## config.mk

```make
export PLATFORM = sky130hd
export DESIGN_NAME = hrr_queue
export DESIGN_NICKNAME = d
export VERILOG_FILES = /design/src/rtl/hrr_pkg.sv /design/src/rtl/hrr_queue.sv
export SDC_FILE = /design/constraint.sdc
export NUM_CORES = 1
export LEC_CHECK = 0
export ABC_AREA = 1
export BUFFER_PORTS_ARGS = -buffer_cell sky130_fd_sc_hd__buf_2
export CORE_ASPECT_RATIO = 1.2
export CORE_MARGIN = 2
export CORE_UTILIZATION = 40
export DETAILED_ROUTE_END_ITERATION = 10
export GPL_TIMING_DRIVEN = 0
export PLACE_DENSITY = 0.62
export SLEW_MARGIN = 20
export SYNTH_ARGS = -nofsm -noshare
export SYNTH_HDL_FRONTEND = slang
export SYNTH_SLANG_ARGS = --single-unit
```

## constraint.sdc

```tcl
create_clock -name clock -period 2.35 [get_ports clock]
set_input_delay 0.235 -clock clock [delete_from_list [all_inputs] [get_ports clock]]
set_output_delay 0.235 -clock clock [all_outputs]
set_load 0.05 [all_outputs]
```

## src/rtl/hrr_pkg.sv

```systemverilog
// Shared types and constants for the Householder row reflector.
// No dependencies; every other file of the block but hrr_ram refers to this package.
`default_nettype none

package hrr_pkg;

   // Fixed point format of the reflector arithmetic.
   localparam int FRAC_BITS   = 16;
   // 2*dot has 2*FRAC_BITS fraction bits less one for the doubling.
   localparam int SCALE_SHIFT = 2 * FRAC_BITS - 1 - FRAC_BITS;

   // Field widths fixed by the external interface.
   localparam int BUS_W = 32;
   localparam int COL_W = 6;
   localparam int LEN_W = 7;

   // Depth of the queue between the front and back parts.
   localparam int QUEUE_DEPTH = 4;
   localparam int QCNT_W      = $clog2(QUEUE_DEPTH + 1);

   // Configuration register indexes.
   localparam int CSR_IDX_W = 1;
   localparam logic [CSR_IDX_W-1:0] CSR_ROW_LENGTH   = 1'd0;
   localparam logic [CSR_IDX_W-1:0] CSR_FIRST_COLUMN = 1'd1;

   localparam logic [LEN_W-1:0] RESET_ROW_LENGTH   = 7'd64;
   localparam logic [COL_W-1:0] RESET_FIRST_COLUMN = 6'd0;

   typedef enum logic {
      OP_VECTOR = 1'b0,
      OP_ROW    = 1'b1
   } opcode_type;

   // One classified request as it travels through the queue.
   typedef struct packed {
      logic             is_row;
      logic [BUS_W-1:0] value;   // already sign extended from the element width
   } cmd_type;

   // Configuration as seen by the back part.
   typedef struct packed {
      logic             clear;      // row length written this cycle
      logic [COL_W-1:0] last_idx;   // effective row length minus one
      logic [COL_W-1:0] first_col;
   } cfg_type;

   typedef struct packed {
      logic [BUS_W-1:0] value;
      logic [COL_W-1:0] col;
      logic             last;
   } rsp_type;

   typedef struct packed {
      logic ready;      // back part takes requests from the queue
      logic emitting;   // back part is streaming out a finished row
   } bk_status_type;

endpackage

`default_nettype wire

```

## src/rtl/hrr_queue.sv

```systemverilog
// Short request queue between the front and back parts.
// Depends on hrr_pkg.
`default_nettype none

module hrr_queue (
   input  wire logic                      clock,
   input  wire logic                      reset,
   input  wire logic                      push_valid,
   output logic                           push_ready,
   input  wire hrr_pkg::cmd_type          push_cmd,
   output logic                           pop_valid,
   input  wire logic                      pop_ready,
   output hrr_pkg::cmd_type               pop_cmd,
   output logic [hrr_pkg::QCNT_W-1:0]     count
);

   localparam int PTR_W = $clog2(hrr_pkg::QUEUE_DEPTH);

   hrr_pkg::cmd_type             slot_ff [hrr_pkg::QUEUE_DEPTH];
   logic [PTR_W-1:0]             wr_ptr_ff;
   logic [PTR_W-1:0]             rd_ptr_ff;
   logic [hrr_pkg::QCNT_W-1:0]   count_ff;
   logic [hrr_pkg::QCNT_W-1:0]   count_in;
   logic                         push;
   logic                         pop;

   assign push_ready = (count_ff != hrr_pkg::QCNT_W'(hrr_pkg::QUEUE_DEPTH));
   assign pop_valid  = (count_ff != '0);
   assign push       = push_valid && push_ready;
   assign pop        = pop_valid && pop_ready;

   always_comb begin
      case ({push, pop})
         2'b10:   count_in = count_ff + 1'b1;
         2'b01:   count_in = count_ff - 1'b1;
         default: count_in = count_ff;
      endcase
   end

   always_ff @(posedge clock) begin
      if (reset) begin
         wr_ptr_ff <= '0;
         rd_ptr_ff <= '0;
         count_ff  <= '0;
      end else begin
         if (push) begin
            wr_ptr_ff <= wr_ptr_ff + 1'b1;
         end
         if (pop) begin
            rd_ptr_ff <= rd_ptr_ff + 1'b1;
         end
         count_ff <= count_in;
      end
   end

   always_ff @(posedge clock) begin
      if (push) begin
         slot_ff[wr_ptr_ff] <= push_cmd;
      end
   end

   assign pop_cmd = slot_ff[rd_ptr_ff];
   assign count   = count_ff;

endmodule

`default_nettype wire

```

==> results.md, run 1 <==
- Power Density: 1270 nW/um^2
- Commonest register cell after synthesis: edfxtp_1
- Final Cell Area: 6720 um^2
- Worst slew margin: 56.4%
- CORE AREA: 13200 um^2
- Initial DRC Count: 245
- RSZ-0062 raised after global routing: false
- Post-Syn Instances: 387
- DRC: 0
- Max-slew violations: 0
- Yosys top cell by area: edfxtp_1
- HP Class: primary input to flip-flop
- Port bufs: 74
- CTS tree: yes
- Post-route ant nets: 0
- FF-to-FF path depth: 12
- Post-synth EDFFs: 132
- # nets final: 527
- Max cap viols: 0
- Initial antenna violation count: 0
- Post-CTS Resized: 0
- Number of hold buffers added after CTS: 0
- Top-count cell post-synth: edfxtp_1
- Share of the synthesized area in the top cell type: 73.3%
- Clock sink count: 141
- Largest net degree at the start of global routing: 24
- Setup tns final: 0 ps
- Slew @ Worst Pin: 652 ps
- Yosys warnings: 0
- Seq/Total Area, Yosys: 76.6%
- Worst vdd ir: 612 uV
- Crit Path Category: flip-flop to primary output
- Syn Area/Cell: 14.0 um^2
- Die Y: 131 um
- H-tree levels: 4
- Vias: 3363
- Netlist cell types: 20
- Most area-consuming cells after synthesis: edfxtp_1 73%, nor2_1 5.1%, o21ai_0 4.6%
- Crit share post-route: 91.9%
- Antenna diode count: 0
- CP required: 2120 ps
- Clock slew at reported path FFs: 60 ps
- Gr ovfl total: 0
- Clock latency on the worst-skew pair: 410 ps
- Final HPWL DP: 7.22 mm
- Fill cells: 1144
- Post-synth top cells: 132 x edfxtp_1, 74 x nor2_1, 50 x o21ai_0
- Status: completed
- Post-CTS setup buffer count: 0
- Seq cells post-synth: 141
- Place WS: 442 ps
- Net count after synthesis: 430
- Placement Rows: 46
- Skew final: 6.95 ps
- Fin crit period: 2160 ps
- Cell Area, Synth: 5410 um^2
- Worst setup EP type: primary output
- Final Hold Fails: 0
- Die extent in x: 110 um
- First-pass iteration count of the detailed router: 4
- Post-DP Area: 6110 um^2
- Leak: 2.43 nW
- Post-synth ARST share: 0%
- Share of cells above drive strength 1: 27.2%
- First-pass GRT wire length: 17.4 mm
- Final core occ: 50.7%
- CTS Buf Count: 17
- Starting density of the core: 40.9%
- Final worst slack: 190 ps
- Crit-path max FO: 10
- Vias per std cell: 5.06
- Io pins: 75
- Final setup viols: 0
- Die area: 14500 um^2
- CP Launch Type: flip-flop
- CTS Buffer Depth: 2
- Fmax achieved: 463 MHz
- Crit path DAT: 1930 ps
- Placer Congestion: 0.733
- Area growth syn-to-layout: 24.2%
- Hold path cells: 2
- Vias in the first global route: 3374
- GRT Util Overall: 16.4%
- Final wirelength: 11.5 mm
- Total power: 0.00852 W
- Root buffer cell: clkbuf_16
- Routed len/inst: 17.3 um
==> final timing paths <==
path	start	to	slack [ps]
max reg2reg	count[1]	count[2]	430
max	flip-flop	pop_cmd[2]	190
min reg2reg	rd_ptr_ff[1]	rd_ptr_ff[1]	490
min	reset	wr_ptr_ff[0]	30
==> critical path, stage by stage, from the launching register on <==
cell	delay, ps
dfxtp_1	360
inv_2	90
clkbuf_1	380
o21ai_0	180
o22ai_1	200
buf_2	310
==> sequential cells by signal, summed over array words and instances, names as in the netlist, named ones only <==
register / count
slot_ff: 132
count: 3
rd_ptr_ff: 2
wr_ptr_ff: 2
==> logic make-up (layout without fill, tap and decap cells) <==
logic type	count (synthesis)	after routing	synth area share (%)
AO/OA/AOI/OAI	106	106	10.6
AND/OR/NAND/NOR	96	96	6.96
flip-flops	141	141	76.6
adder cells (fa/ha/maj)	6	6	1.53
buffers and inverters	38	147	4.30
==> per-layer routing <==
| layer | track usage (%) | wire length, um | vias up | part of all wire (%) |
|---|---|---|---|---|
| li1 | - | - | 1619 | - |
| met1 | 20.0 | 4730 | 1635 | 41 |
| met5 | 0 | 0 | - | 0 |
| met2 | 27.5 | 5950 | 97 | 52 |
| met3 | 4.96 | 677 | 12 | 5.9 |
| met4 | 5.07 | 116 | 0 | 1.0 |
==> layout make-up <==
type                            instances  area, um^2  share of cell area [%]
Tap cell                              168         210                    3.13
Buffer                                 20         165                    2.46
Multi-Input combinational cell        208        1060                    15.8
Clock buffer                           19         433                    6.44
Clock inverter                         12         171                    2.55
Timing Repair Buffer                   78         465                    6.93
Sequential cell                       141        4140                    61.7
Inverter                               18        67.6                    1.01
==> metrics by stage <==
step                cells  hold slack [ps]
detailed placement    633              452
floorplan             387              304
finish                664             32.8
CTS                   664             15.6
global placement      629              445
global route          664             23.1
==> layout by cell type (no fill, tap or decap), drive strengths merged <==
cell type  synthesis  routed
edfxtp           132     132
buf               17      95
nor2              76      76
o21ai             68      68
o22ai             33      33
clkbuf             3      22
inv               18      18
nand2             15      15
dfxtp              9       9
a21oi              5       5
nand3              5       5
ha                 5       5
clkinvlp           0       5
bufinv             0       4
clkinv             0       3
fa                 1       1
==> power by group <==
group / internal (W) / leakage [nW] / switching [W]
registers: 0.00299 / 1.28 / 0.0000848
logic: 0.000667 / 0.871 / 0.00206
clock network: 0.00176 / 0.279 / 0.000959
total: 0.00542 / 2.43 / 0.00310
Power figures use the tool's default switching activity.
==> run 2: changes to the inputs <==
PLACE_DENSITY = 0.6   (was 0.62)
clock period = 2.07 ns   (was 2.35 ns; I/O delays follow)
==> run 2 against run 1 <==
Final cell count is 0.30% higher. Final area grew 0.63%. Non-clock buffer count grew 1. Global-route usage rose by 0.59 points. Combinational power increased by 16%. Critical endpoint is now pop_cmd[29]. Critical path depth unchanged.
==> results.md, run 2 (synthesized netlist as in run 1, its figures left out) <==
- Initial DRC Count: 200 (-18%)
- Commonest cells after routing, fill and taps aside: 132 x edfxtp_1, 79 x buf_2, 70 x nor2_1, 50 x o21ai_0, 33 x o22ai_1
- Crit share post-route: 97.5%
- Area growth syn-to-layout: 25.0%
- Clock slew at reported path FFs: 60 ps (about the same)
- Final setup viols: 0 (unchanged)
- Final worst slack: 52.6 ps (-137 ps)
- Setup tns final: 0 ps (unchanged)
- Fin crit period: 2020 ps
- CP required: 1860 ps (-260 ps)
- Initial antenna violation count: 0 (unchanged)
- Fin Hold WS: 15.0 ps (-17.8 ps)
- Delay-heaviest family, CP: buffers and inverters
- Leak: 2.45 nW (+0.80%)
- HP Class: primary input to flip-flop
- Post-Layout Cell Count: 666 (+0.30%)
- Worst slew margin: 58.0% (+1.6 points)
- Clock latency on the worst-skew pair: 410 ps (about the same)
- Gr ovfl total: 0 (unchanged)
- CP max-delay cell: dfxtp_2
- Largest register FFs: 132 (unchanged)
- Most common cell after layout, fill and taps aside: edfxtp_1
- Die Y: 131 um (unchanged)
- Io pins: 75 (unchanged)
- Worst-path cell chain: inv_2 > buf_2 > o21ai_0 > o22ai_1 > clkbuf_4
- Power Density: 1430 nW/um^2 (+13%)
- Crit-path max cell delay: 360 ps (-20 ps)
- First-pass GRT wire length: 18.1 mm (+3.6%)
- Root buffer cell: clkbuf_16
- CP Launch Type: flip-flop
- Die area: 14500 um^2 (unchanged)
- Max-slew violations: 0 (unchanged)
- Final HPWL DP: 7.14 mm (-1.0%)
- DRC: 0 (unchanged)
- Final Cell Area: 6760 um^2 (+0.63%)
- # nets final: 528 (+0.19%)
- H-tree levels: 4 (unchanged)
- Clock sink count: 141 (unchanged)
- Place WS: 131 ps (-311 ps)
- Skew final: 6.65 ps (-0.297 ps)
- Placer Congestion: 0.777 (+5.9%)
- Routed len/inst: 17.5 um (+1.5%)
- Crit-path max FO: 10 (unchanged)
- Placement Rows: 46 (unchanged)
- Vias: 3383 (+0.59%)
- Starting density of the core: 40.9% (unchanged)
- Vias in the first global route: 3481 (+3.2%)
- Antenna diode count: 0 (unchanged)
- Crit Path Category: flip-flop to primary output
- CTS Buffer Depth: 2 (unchanged)
- Port bufs: 74 (unchanged)
- Final Hold Fails: 0 (unchanged)
- Fmax achieved: 496 MHz
- Max cap viols: 0 (unchanged)
- Worst setup EP type: primary output
- Placed insts: 631 (-0.32%)
- Largest net degree at the start of global routing: 34 (+42%)
- CTS Buf Count: 17 (unchanged)
- CTS tree: yes
- Slew @ Worst Pin: 628 ps (-24.3 ps)
- Worst vdd ir: 626 uV (+2.3%)
- Post-DP Area: 6080 um^2 (-0.47%)
- Die extent in x: 110 um (unchanged)
- Vias per std cell: 5.08 (+0.29%)
- GRT Util Overall: 17.0% (+0.59 points)
- First-pass iteration count of the detailed router: 7 (+3)
- Status: completed
- Final wirelength: 11.7 mm (+1.8%)
- Post-route ant nets: 0 (unchanged)
- Worst Path Buf+Inv: 3 (unchanged)
- Most flop-heavy register: slot_ff
- Share of cells above drive strength 1: 28.9% (+1.7 points)
- CORE AREA: 13200 um^2 (unchanged)
- Crit path DAT: 1810 ps (-120 ps)
==> run 2: changes by cell type in the layout (fill, tap and decap cells not counted), sizes merged <==
cell	change
bufinv	-1
clkinv	+1
dlygate4sd3	+1
buf	-1
inv	+2
==> run 2: metrics by stage <==
step / utilization, % / power, W
final: 51.1 / 0.00968
after global routing: 51.1 / 0.0101
after CTS: 50.6 / 0.00972
after detailed placement: 46.0 / 0.00670
after global placement: 45.5 / 0.00661
after floorplan: - / 0.00584
==> run 2: worst paths after layout <==
check	start	end	slack, ps	cells past startpoint
max	flip-flop	pop_cmd[29]	50	5
min	reset	wr_ptr_ff[1]	10	2
max reg2reg	count[1]	count[2]	250	12
min reg2reg	rd_ptr_ff[1]	flip-flop	510	2
==> run 2: per-layer routing <==
| metal | up-vias | GRT usage, % | wire (um) |
|---|---|---|---|
| li1 | 1624 | - | - |
| met1 | 1620 | 20.6 | 4830 |
| met2 | 115 | 28.3 | 5910 |
| met3 | 24 | 4.07 | 666 |
| met4 | 0 | 7.64 | 272 |
| met5 | - | 0 | 0 |
==> run 2: layout make-up <==
cell class	instances	area, um^2
fillers	1159	6480
flip-flops and latches	141	4150
multi-input cells	208	1070
repair buffers	79	498
clock buffers	18	429
well taps	168	210
clock inverters	14	169
plain buffers	20	169
inverters	18	67.6
==> run 2: where the power goes <==
part / internal (W) / switching [W] / total [W]
clock: 0.00189 / 0.00113 / 0.00303
combinational: 0.000790 / 0.00237 / 0.00316
sequential: 0.00340 / 0.0000954 / 0.00350
==> run 2: repair_timing <==
item | CTS | global route
hold endpoints to repair | 1 | 0
setup buffers | 0 | 0
hold buffers | 1 | 0
setup endpoints to repair | 3 | 13
gates resized for setup | 2 | 6
