[src/rtl/hrr_pkg.sv]
// Shared types and constants for the Householder row reflector.
// No dependencies; every other file of the block but hrr_ram refers to this package.
`default_nettype none

package hrr_pkg;

   // Fixed point format of the reflector arithmetic.
   localparam int FRAC_BITS   = 16;
   // 2*dot has 2*FRAC_BITS fraction bits less one for the doubling.
   localparam int SCALE_SHIFT = 2 * FRAC_BITS - 1 - FRAC_BITS;

   // Field widths fixed by the external interface.
   localparam int BUS_W = 32;
   localparam int COL_W = 6;
   localparam int LEN_W = 7;

   // Depth of the queue between the front and back parts.
   localparam int QUEUE_DEPTH = 4;
   localparam int QCNT_W      = $clog2(QUEUE_DEPTH + 1);

   // Configuration register indexes.
   localparam int CSR_IDX_W = 1;
   localparam logic [CSR_IDX_W-1:0] CSR_ROW_LENGTH   = 1'd0;
   localparam logic [CSR_IDX_W-1:0] CSR_FIRST_COLUMN = 1'd1;

   localparam logic [LEN_W-1:0] RESET_ROW_LENGTH   = 7'd64;
   localparam logic [COL_W-1:0] RESET_FIRST_COLUMN = 6'd0;

   typedef enum logic {
      OP_VECTOR = 1'b0,
      OP_ROW    = 1'b1
   } opcode_type;

   // One classified request as it travels through the queue.
   typedef struct packed {
      logic             is_row;
      logic [BUS_W-1:0] value;   // already sign extended from the element width
   } cmd_type;

   // Configuration as seen by the back part.
   typedef struct packed {
      logic             clear;      // row length written this cycle
      logic [COL_W-1:0] last_idx;   // effective row length minus one
      logic [COL_W-1:0] first_col;
   } cfg_type;

   typedef struct packed {
      logic [BUS_W-1:0] value;
      logic [COL_W-1:0] col;
      logic             last;
   } rsp_type;

   typedef struct packed {
      logic ready;      // back part takes requests from the queue
      logic emitting;   // back part is streaming out a finished row
   } bk_status_type;

endpackage

`default_nettype wire

[src/rtl/hrr_front.sv]
// Front part: registers each incoming request and classifies it.
// Depends on hrr_pkg.
`default_nettype none

module hrr_front #(
   parameter int ELEMENT_WIDTH = 32
) (
   input  wire logic                    clock,
   input  wire logic                    reset,
   input  wire logic                    in_valid,
   output logic                         in_ready,
   input  wire logic                    in_opcode,
   input  wire logic [hrr_pkg::BUS_W-1:0] in_value,
   output logic                         out_valid,
   input  wire logic                    out_ready,
   output hrr_pkg::cmd_type             out_cmd
);

   logic             vld_ff;
   logic             vld_in;
   hrr_pkg::cmd_type cmd_ff;
   hrr_pkg::cmd_type cmd_in;
   logic             take;

   assign in_ready = !vld_ff || out_ready;
   assign take     = in_valid && in_ready;

   // Only the low element-width bits carry the value; sign extend them.
   always_comb begin
      cmd_in.is_row = (in_opcode == hrr_pkg::OP_ROW);
      cmd_in.value  = hrr_pkg::BUS_W'($signed(in_value[ELEMENT_WIDTH-1:0]));
   end

   always_comb begin
      vld_in = vld_ff;
      if (take) begin
         vld_in = 1'b1;
      end else if (out_ready) begin
         vld_in = 1'b0;
      end
   end

   always_ff @(posedge clock) begin
      if (reset) begin
         vld_ff <= 1'b0;
      end else begin
         vld_ff <= vld_in;
      end
   end

   always_ff @(posedge clock) begin
      if (take) begin
         cmd_ff <= cmd_in;
      end
   end

   assign out_valid = vld_ff;
   assign out_cmd   = cmd_ff;

endmodule

`default_nettype wire

[config.mk]
export PLATFORM = sky130hd
export DESIGN_NAME = hrr_front
export DESIGN_NICKNAME = d
export VERILOG_FILES = /design/src/rtl/hrr_pkg.sv /design/src/rtl/hrr_front.sv
export SDC_FILE = /design/constraint.sdc
export NUM_CORES = 1
export LEC_CHECK = 0
export BUFFER_PORTS_ARGS = -buffer_cell sky130_fd_sc_hd__clkbuf_2
export CORE_MARGIN = 1
export CORE_UTILIZATION = 25
export DETAILED_ROUTE_END_ITERATION = 8
export GPL_ROUTABILITY_DRIVEN = 0
export GPL_TIMING_DRIVEN = 0
export PLACE_DENSITY = 0.59
export SETUP_SLACK_MARGIN = 0.02
export SYNTH_ARGS = -nofsm -noshare
export SYNTH_HDL_FRONTEND = slang
export SYNTH_SLANG_ARGS = --single-unit
[constraint.sdc]
create_clock -name clock -period 1.5 [get_ports clock]
set_input_delay 0.3 -clock clock [delete_from_list [all_inputs] [get_ports clock]]
set_output_delay 0.3 -clock clock [all_outputs]
set_load 0.01 [all_outputs]
==> impl_metrics.env, run 1 <==
export IMPL_syn_mean_instance_area_sq_um=27.53
export IMPL_layout_drive_gt1_share=0.7009
export IMPL_port_buffers=71
export IMPL_dieArea_sq_mm=0.004447
export IMPL_area_growth_pct=48.56
export IMPL_ys_ff_latch=34
export IMPL_timing_fmax_ghz=0.8356
export IMPL_maxCapViolCount=0
export IMPL_postSynthCellCount=38
export IMPL_synth_area_top_cells="edfxtp_1 95%, dfxtp_1 1.9%, nand2b_4 1.3%"
export IMPL_hold_buffers=0
export IMPL_drt_initial_drc_count=33
export IMPL_post_cts_setup_buffers=0
export IMPL_rsz0062_at_grt="no"
export IMPL_ctsResizeCount=0
export IMPL_synth_edf_count=33
export IMPL_cp_slowest_cell="and2_4"
export IMPL_path_max_fanout=33
export IMPL_finalClockSkew_ns=0.004006
export IMPL_path_clk_slew_ns=0.07
export IMPL_cts_tree="yes"
export IMPL_syn_nets=75
export IMPL_worst_pin_slew_ns=0.4233
export IMPL_cp_start_kind="flop"
export IMPL_synthArstFlopShare=0
export IMPL_nNetsFinal=153
export IMPL_worstHoldPathType="primary input to flop"
export IMPL_synthSimpleGateAreaFrac=0.02153
export IMPL_cp_required_ns=1.43
export IMPL_grt_pass1_vias=666
export IMPL_p_leak_uw=0.0006855
export IMPL_initial_utilization=0.2615
export IMPL_crit_arrival_ns=1.13
export IMPL_synth_area_mux_share=0
export IMPL_status="completed"
export IMPL_whs_ns=0.1828
export IMPL_cpPeakStageDelay_ns=0.42
export IMPL_utilization=0.3885
export IMPL_grt_overflow_total=0
export IMPL_routed_via_count=675
export IMPL_clockRootBuffer="clkbuf_8"
export IMPL_synthMostInstantiatedCell="edfxtp_1"
export IMPL_tns_ns=0
export IMPL_antenna_found_initial=0
export IMPL_synth_distinct_cells=6
export IMPL_synth_adder_area_share=0
export IMPL_synth_area_sq_mm=0.001046
export IMPL_clock_sinks=34
export IMPL_grt_total_usage=0.09134
export IMPL_synth_top_cell_area_share=0.9474
export IMPL_synth_xor_area_frac=0
export IMPL_synth_compound_area_frac=0.008373
export IMPL_synth_top_family_by_area="simple AND/OR/NAND/NOR gates"
export IMPL_clk_latency_ns=0.28
export IMPL_synthFlopType="edfxtp_1"
export IMPL_slew_headroom=0.7178
export IMPL_slew_violations=0
export IMPL_grt_pass1_wl_um=2760
export IMPL_cts_max_path_buffers=2
export IMPL_firstDrtPassIters=2
export IMPL_core_sq_mm=0.004000
export IMPL_wirelength_um=1875
export IMPL_ys_warnings_count=0
export IMPL_crit_path_end_kind="flop"
export IMPL_fin_area_sq_mm=0.001554
export IMPL_finalCriticalPeriod_ns=1.197
export IMPL_ir_drop_mv=0.6964
export IMPL_pre_cts_slack_ns=0.2001
export IMPL_die_w_um=66.69
export IMPL_fin_ws_ns=0.3032
export IMPL_die_y_um=66.69
export IMPL_cts_buffers=5
export IMPL_critPathBufInv=0
export IMPL_path_cells="nand2b_4, and2_4"
export IMPL_yosysTopAreaCell="edfxtp_1"
export IMPL_antenna_cells=0
export IMPL_wl_per_cell_um=11.23
export IMPL_period_share=0.7979
export IMPL_power_density_mw_per_mm2=1238
export IMPL_ioPinCount=72
export IMPL_postRouteAntennaNets=0
export IMPL_place_area_sq_mm=0.001464
export IMPL_grt_max_degree=34
export IMPL_finalHoldViolCount=0
export IMPL_cp_top_family="simple AND/OR/NAND/NOR gates"
export IMPL_htreeDepth=2
export IMPL_drc_errors=0
export IMPL_num_rows=23
export IMPL_vias_per_cell=4.042
export IMPL_worstSetupPathType="flop to flop"
export IMPL_setup_viol_count_final=0
export IMPL_yosysSeqAreaShare=0.9665
-- stage by stage --
| step | total power [uW] | std cells |
|---|---|---|
| final | 1924 | 167 |
| after detailed placement | 1302 | 159 |
| after CTS | 1955 | 167 |
| after floorplan | 1197 | 38 |
| after global routing | 2007 | 167 |
| after global placement | 1296 | 159 |
-- power by group --
group / internal (uW) / leakage (uW) / switching (uW) / total [uW]
Clock: 325 / 0.0000441 / 322 / 647
Combinational: 71.8 / 0.000314 / 82.1 / 154
Sequential: 1110 / 0.000328 / 15.0 / 1120
Total: 1500 / 0.000686 / 419 / 1920
-- area by class of cell --
cell class	instances	area [sq um]
clock buffers	5	68.82
multi-input cells	3	31.28
inverters	1	3.754
flip-flops and latches	34	1011
clock inverters	3	21.27
fillers	382	2446
well taps	50	62.56
repair buffers	71	355.3
-- cell usage in the layout (no fill, tap or decap), drive strengths merged --
master and n:
edfxtp 33, inv 1, and2 1, clkinvlp 1
clkinv 2, nand2b 1, a21oi 1, dfxtp 1
clkbuf 76
-- flip-flops by register name, summed over array words and instances, names as in the netlist --
register and cells:
out_cmd 33, out_valid 1
-- metal layers --
layer / vias to the layer above / global-route usage / part of all wire
met5: - / 0 / 0
li1: 303 / - / -
met1: 310 / 0.08981 / 0.36
met4: 0 / 0.07181 / 0.029
met3: 5 / 0.04966 / 0.15
met2: 57 / 0.1414 / 0.47
-- path summary, 6_finish.rpt --
kind	start	endpoint	slack, ns	cells after the start
worst max-delay path	out_valid	out_cmd[18]	0.30	2
worst min-delay path	reset	out_valid	0.18	2
worst max register to register	out_valid	out_cmd[18]	0.30	2
worst min register to register	out_valid	out_valid	0.51	2
-- kinds of logic after synthesis --
kind of cell	count (synthesis)
DFF	34
and+or+nand+nor	2
AOI/OAI and AO/OA	1
buffers and inverters	1
Note: power is estimated with default switching activity, not from simulation.
==> run 2: changes to the inputs <==
--- a/config.mk
+++ b/config.mk
@@ -11,7 +11,7 @@
 export DETAILED_ROUTE_END_ITERATION = 8
 export GPL_ROUTABILITY_DRIVEN = 0
 export GPL_TIMING_DRIVEN = 0
-export PLACE_DENSITY = 0.59
+export PLACE_DENSITY = 0.61
 export SETUP_SLACK_MARGIN = 0.02
 export SYNTH_ARGS = -nofsm -noshare
 export SYNTH_HDL_FRONTEND = slang
==> constraint.sdc (replaced) <==
create_clock -name clock -period 1 [get_ports clock]
set_input_delay 0.2 -clock clock [delete_from_list [all_inputs] [get_ports clock]]
set_output_delay 0.2 -clock clock [all_outputs]
set_load 0.01 [all_outputs]
==> run 2 against run 1 <==
  * The run now ends with setup timing left
  * Sequential power is 50% higher
  * Final area is 0.16% higher
  * Total power is 49% higher
  * Die area stayed put
  * Critical endpoint is now out_cmd[10]
  * Largest cell class unchanged
==> impl_metrics.env, run 2 (synthesis results as in run 1) <==
export IMPL_antenna_cells=0
export IMPL_period_share=1.034
export IMPL_num_rows=23
export IMPL_rsz0062_at_grt="yes"
export IMPL_filler_cell_count=398
export IMPL_slew_violations=0
export IMPL_switching_power_uw=601.8
export IMPL_hold_buffers=0
export IMPL_maxCapViolCount=0
export IMPL_area_growth_pct=48.80
export IMPL_cts_buffers=5
export IMPL_grt_overflow_total=0
export IMPL_p_comb_frac=0.083
export IMPL_grt_max_degree=18
export IMPL_timing_fmax_ghz=0.9672
export IMPL_nNetsFinal=154
export IMPL_vias_per_cell=3.929
export IMPL_grt_pass1_vias=710
export IMPL_grt_total_usage=0.1062
export IMPL_dpl_hpwl_um=1610
export IMPL_crit_arrival_ns=0.99
export IMPL_worstHoldPathType="primary input to flop"
export IMPL_path_clk_slew_ns=0.07
export IMPL_wl_per_cell_um=12.95
export IMPL_status="finished with violations"
export IMPL_mostFrequentLayoutCell="clkbuf_2"
export IMPL_cts_tree="yes"
export IMPL_finalCriticalPeriod_ns=1.034
export IMPL_power_density_mw_per_mm2=1836
export IMPL_power_uw=2857
export IMPL_firstDrtPassIters=2
export IMPL_whs_ns=0.07249
export IMPL_violations="setup timing"
export IMPL_reg2regPathDepth=2
export IMPL_slew_headroom=0.8367
export IMPL_largest_register_ffs=33
export IMPL_multi_input_area_sq_um=40.04
export IMPL_layout_drive_gt1_share=0.7034
export IMPL_pwr_share_clk=0.327
export IMPL_post_cts_setup_buffers=0
export IMPL_clk_latency_ns=0.28
export IMPL_ioPinCount=72
export IMPL_setup_viol_count_final=34
export IMPL_grt_pass1_wl_um=3091
export IMPL_wirelength_um=2175
export IMPL_place_area_sq_mm=0.001465
export IMPL_worstSetupPathType="flop to flop"
export IMPL_ir_drop_mv=1.299
export IMPL_die_y_um=66.69
export IMPL_r2r_end="out_cmd[10]"
export IMPL_crit_end="out_cmd[10]"
export IMPL_clock_sinks=34
export IMPL_crit_path_end_kind="flop"
export IMPL_drt_initial_drc_count=15
export IMPL_crit_start="out_valid"
export IMPL_die_w_um=66.69
export IMPL_cts_max_path_buffers=2
export IMPL_p_int_uw=2255
export IMPL_fin_area_sq_mm=0.001556
export IMPL_cp_required_ns=0.96
export IMPL_worst_pin_slew_ns=0.2450
export IMPL_htreeDepth=2
export IMPL_routed_via_count=660
export IMPL_finalClockSkew_ns=0.004510
export IMPL_drc_errors=0
export IMPL_cp_start_kind="flop"
export IMPL_final_cell_mix="67 x clkbuf_2, 33 x edfxtp_1, 5 x clkbuf_8"
export IMPL_fin_ws_ns=-0.03395
export IMPL_crit_reg2reg_launch="out_valid"
export IMPL_core_sq_mm=0.004000
export IMPL_port_buffers=71
export IMPL_path_max_fanout=17
export IMPL_pre_cts_slack_ns=-0.2030
export IMPL_dieArea_sq_mm=0.004447
export IMPL_initial_utilization=0.2615
export IMPL_p_seq_frac=0.590
export IMPL_p_sw_frac=0.2106
export IMPL_finalHoldViolCount=0
export IMPL_p_leak_uw=0.0006909
export IMPL_rrSetupSlack_ns=-0.03
export IMPL_clockRootBuffer="clkbuf_8"
export IMPL_area_sequential_sq_mm=0.001012
export IMPL_antenna_found_initial=0
export IMPL_postRouteAntennaNets=0
-- run 2: what timing repair did --
item / in CTS / in global routing
endpoints found under the setup margin: 65 / 68
gates cloned: 1 / 0
gates resized for setup: 1 / 4
-- run 2: how the worst min path moves through the flow --
stage / from / end / depth (start not counted)
final: reset / out_valid / 2
after global routing: reset / out_valid / 2
after CTS: reset / out_valid / 2
after detailed placement: reset / out_valid / 2
after global placement: reset / out_valid / 2
after floorplan: reset / out_valid / 1
-- run 2: through the flow --
| stage | cells | utilization | setup TNS, ns |
|---|---|---|---|
| CTS | 168 | 0.3891 | -1.026 |
| detailed placement | 159 | 0.3663 | -6.660 |
| global placement | 159 | 0.3663 | -5.961 |
| global route | 168 | 0.3891 | -2.176 |
| finish | 168 | 0.3891 | -0.5474 |
| floorplan | 38 | - | -3.643 |
-- run 2: cell type report --
cell class,instances,area share
sequential,34,0.6503
tap,50,0.04019
clock buffer,6,0.04662
inverter,1,0.002412
clock inverter,2,0.006431
multi-input combinational,4,0.02572
timing repair buffer,71,0.2283
-- run 2: power by group through the flow --
stage / combinational, uW / clock (uW) / sequential [uW]
floorplan: 36.1 / 0 / 1760
global placement: 231 / 0 / 1710
detailed placement: 238 / 0 / 1720
CTS: 244 / 988 / 1690
global route: 260 / 1040 / 1690
finish: 238 / 935 / 1680
-- run 2: worst max-delay path: stages, from the launching register on --
cell and delay, ns:
dfxtp_2 0.34, nand2b_4 0.08, and2_4 0.29
-- run 2: per-layer routing --
layer / part of all wire / wire length [um] / track usage
met1: 0.29 / 634 / 0.07432
met2: 0.55 / 1199 / 0.1907
met3: 0.14 / 294 / 0.07192
met4: 0.022 / 47 / 0.07979
met5: 0 / 0 / 0
==> run 3: changes to the inputs <==
--- a/config.mk
+++ b/config.mk
@@ -6,7 +6,7 @@
 export NUM_CORES = 1
 export LEC_CHECK = 0
 export BUFFER_PORTS_ARGS = -buffer_cell sky130_fd_sc_hd__clkbuf_2
-export CORE_MARGIN = 1
+export CORE_MARGIN = 2
 export CORE_UTILIZATION = 25
 export DETAILED_ROUTE_END_ITERATION = 8
 export GPL_ROUTABILITY_DRIVEN = 0
==> run 3 against run 2 <==
  * The run still ends with setup timing left
  * Utilization rose by 1.2 points
  * Wire length fell by 0.28%
  * First-iteration DRC count fell by 6.7%
  * Global-route usage fell by 0.97 points
  * Die area rose by 6.1%
  * Sequential power barely moved
  * Highest routed layer unchanged
  * Total power rose by 10%
  * Sequential cell count did not move
  * Critical path depth did not move
  * Worst hold slack barely moved
  * Final area rose by 3.1%
==> impl_metrics.env, run 3 (synthesis results as in run 1) <==
export IMPL_drc_errors=0
export IMPL_wl_per_cell_um=12.76
export IMPL_crit_end="in_ready"
export IMPL_mostFrequentLayoutCell="clkbuf_2"
export IMPL_slew_violations=0
export IMPL_multi_input_area_sq_um=47.55
export IMPL_clock_sinks=34
export IMPL_die_y_um=68.69
export IMPL_crit_arrival_ns=0.83
export IMPL_antenna_cells=0
export IMPL_antenna_found_initial=0
export IMPL_cts_max_path_buffers=2
export IMPL_crit_reg2reg_launch="out_valid"
export IMPL_ioPinCount=72
export IMPL_dieArea_sq_mm=0.004718
export IMPL_path_max_fanout=5
export IMPL_largest_register_ffs=33
export IMPL_worstHoldPathType="primary input to flop"
export IMPL_grt_overflow_total=0
export IMPL_htreeDepth=2
export IMPL_path_clk_slew_ns=0.07
export IMPL_whs_ns=0.07213
export IMPL_finalHoldViolCount=0
export IMPL_fin_ws_ns=-0.03431
export IMPL_setup_viol_count_final=26
export IMPL_cts_tree="yes"
export IMPL_final_cell_mix="66 x clkbuf_2, 33 x edfxtp_1, 5 x clkbuf_8"
export IMPL_area_sequential_sq_mm=0.001012
export IMPL_status="finished with violations"
export IMPL_core_sq_mm=0.004000
export IMPL_slew_headroom=0.8606
export IMPL_maxCapViolCount=0
export IMPL_grt_pass1_wl_um=3063
export IMPL_timing_fmax_ghz=0.9668
export IMPL_area_growth_pct=53.47
export IMPL_period_share=1.034
export IMPL_crit_path_end_kind="output pin"
export IMPL_firstDrtPassIters=2
export IMPL_violations="setup timing"
export IMPL_finalCriticalPeriod_ns=1.034
export IMPL_p_leak_uw=0.0007069
export IMPL_postRouteAntennaNets=0
export IMPL_clockRootBuffer="clkbuf_8"
export IMPL_worst_pin_slew_ns=0.2091
export IMPL_nNetsFinal=156
export IMPL_wirelength_um=2169
export IMPL_layout_drive_gt1_share=0.7083
export IMPL_power_density_mw_per_mm2=1958
export IMPL_place_area_sq_mm=0.001465
export IMPL_cp_start_kind="flop"
export IMPL_port_buffers=71
export IMPL_drt_initial_drc_count=14
export IMPL_r2r_end="out_cmd[13]"
export IMPL_cp_required_ns=0.80
export IMPL_fin_area_sq_mm=0.001605
export IMPL_filler_cell_count=379
export IMPL_rsz0062_at_grt="yes"
export IMPL_grt_pass1_vias=722
export IMPL_crit_start="out_valid"
export IMPL_cts_buffers=5
export IMPL_ir_drop_mv=1.188
export IMPL_finalClockSkew_ns=0.008461
export IMPL_routed_via_count=667
export IMPL_tns_ns=-0.2702
export IMPL_grt_max_degree=18
export IMPL_rrSetupSlack_ns=-0.02
export IMPL_reg2regPathDepth=2
export IMPL_worstSetupPathType="flop to output pin"
export IMPL_vias_per_cell=3.924
export IMPL_clk_latency_ns=0.28
export IMPL_die_w_um=68.69
export IMPL_grt_total_usage=0.09653
export IMPL_num_rows=23
export IMPL_initial_utilization=0.2615
-- run 3: stage by stage --
stage          cells  total power, uW  setup slack [ns]    util
2_1_floorplan     38             1797           -0.1104       -
3_3_place_gp     159             1948           -0.1614  0.3663
3_5_place_dp     159             1956           -0.1962  0.3663
4_1_cts          169             3185          -0.04198  0.3979
5_1_grt          170             3269          -0.06105  0.4013
6_report         170             3143          -0.03431  0.4013
-- run 3: worst min path at each step --
stage                      from        end  slack, ns  cells after the start
after global routing      reset  out_valid       0.06                      2
after detailed placement  reset  out_valid       0.36                      2
after CTS                 reset  out_valid       0.05                      2
final                     reset  out_valid       0.07                      2
after floorplan           reset  out_valid       0.26                      1
after global placement    reset  out_valid       0.35                      2
-- run 3: layout make-up --
cell class,count,share of cell area
Timing Repair Buffer,72,0.2299
Inverter,1,0.002338
Clock buffer,6,0.04521
Clock inverter,2,0.02338
Tap cell,50,0.03897
Sequential cell,34,0.6306
Multi-Input combinational cell,5,0.02962
-- run 3: what timing repair did --
| action | 4_1_cts | 5_1_grt |
|---|---|---|
| hold buffers | 0 | 0 |
| gates resized for setup | 1 | 6 |
| endpoints found under the setup margin | 65 | 68 |
| cloned | 1 | 1 |
| setup buffers | 1 | 0 |
| pin swaps | 2 | 1 |
| endpoints found under the hold margin | 0 | 0 |
-- run 3: worst max-delay path: stages, from the launching register on --
cell,delay (ns)
dfxtp_2,0.35
nand2b_4,0.08
buf_6,0.12
-- run 3: power breakdown --
| group | leakage [uW] | internal [uW] | total (uW) | switching (uW) |
|---|---|---|---|---|
| logic | 0.000328 | 118 | 248 | 130 |
| clock network | 0.0000514 | 743 | 1210 | 468 |
| registers | 0.000328 | 1660 | 1680 | 22.9 |
| total | 0.000707 | 2520 | 3140 | 620 |
-- run 3: routing by layer --
layer | GRT usage | up-vias | share of wire
met5 | 0 | - | 0
li1 | - | 313 | -
met4 | 0.08250 | 0 | 0.017
met2 | 0.1466 | 53 | 0.46
met1 | 0.1019 | 297 | 0.39
met3 | 0.04221 | 4 | 0.13
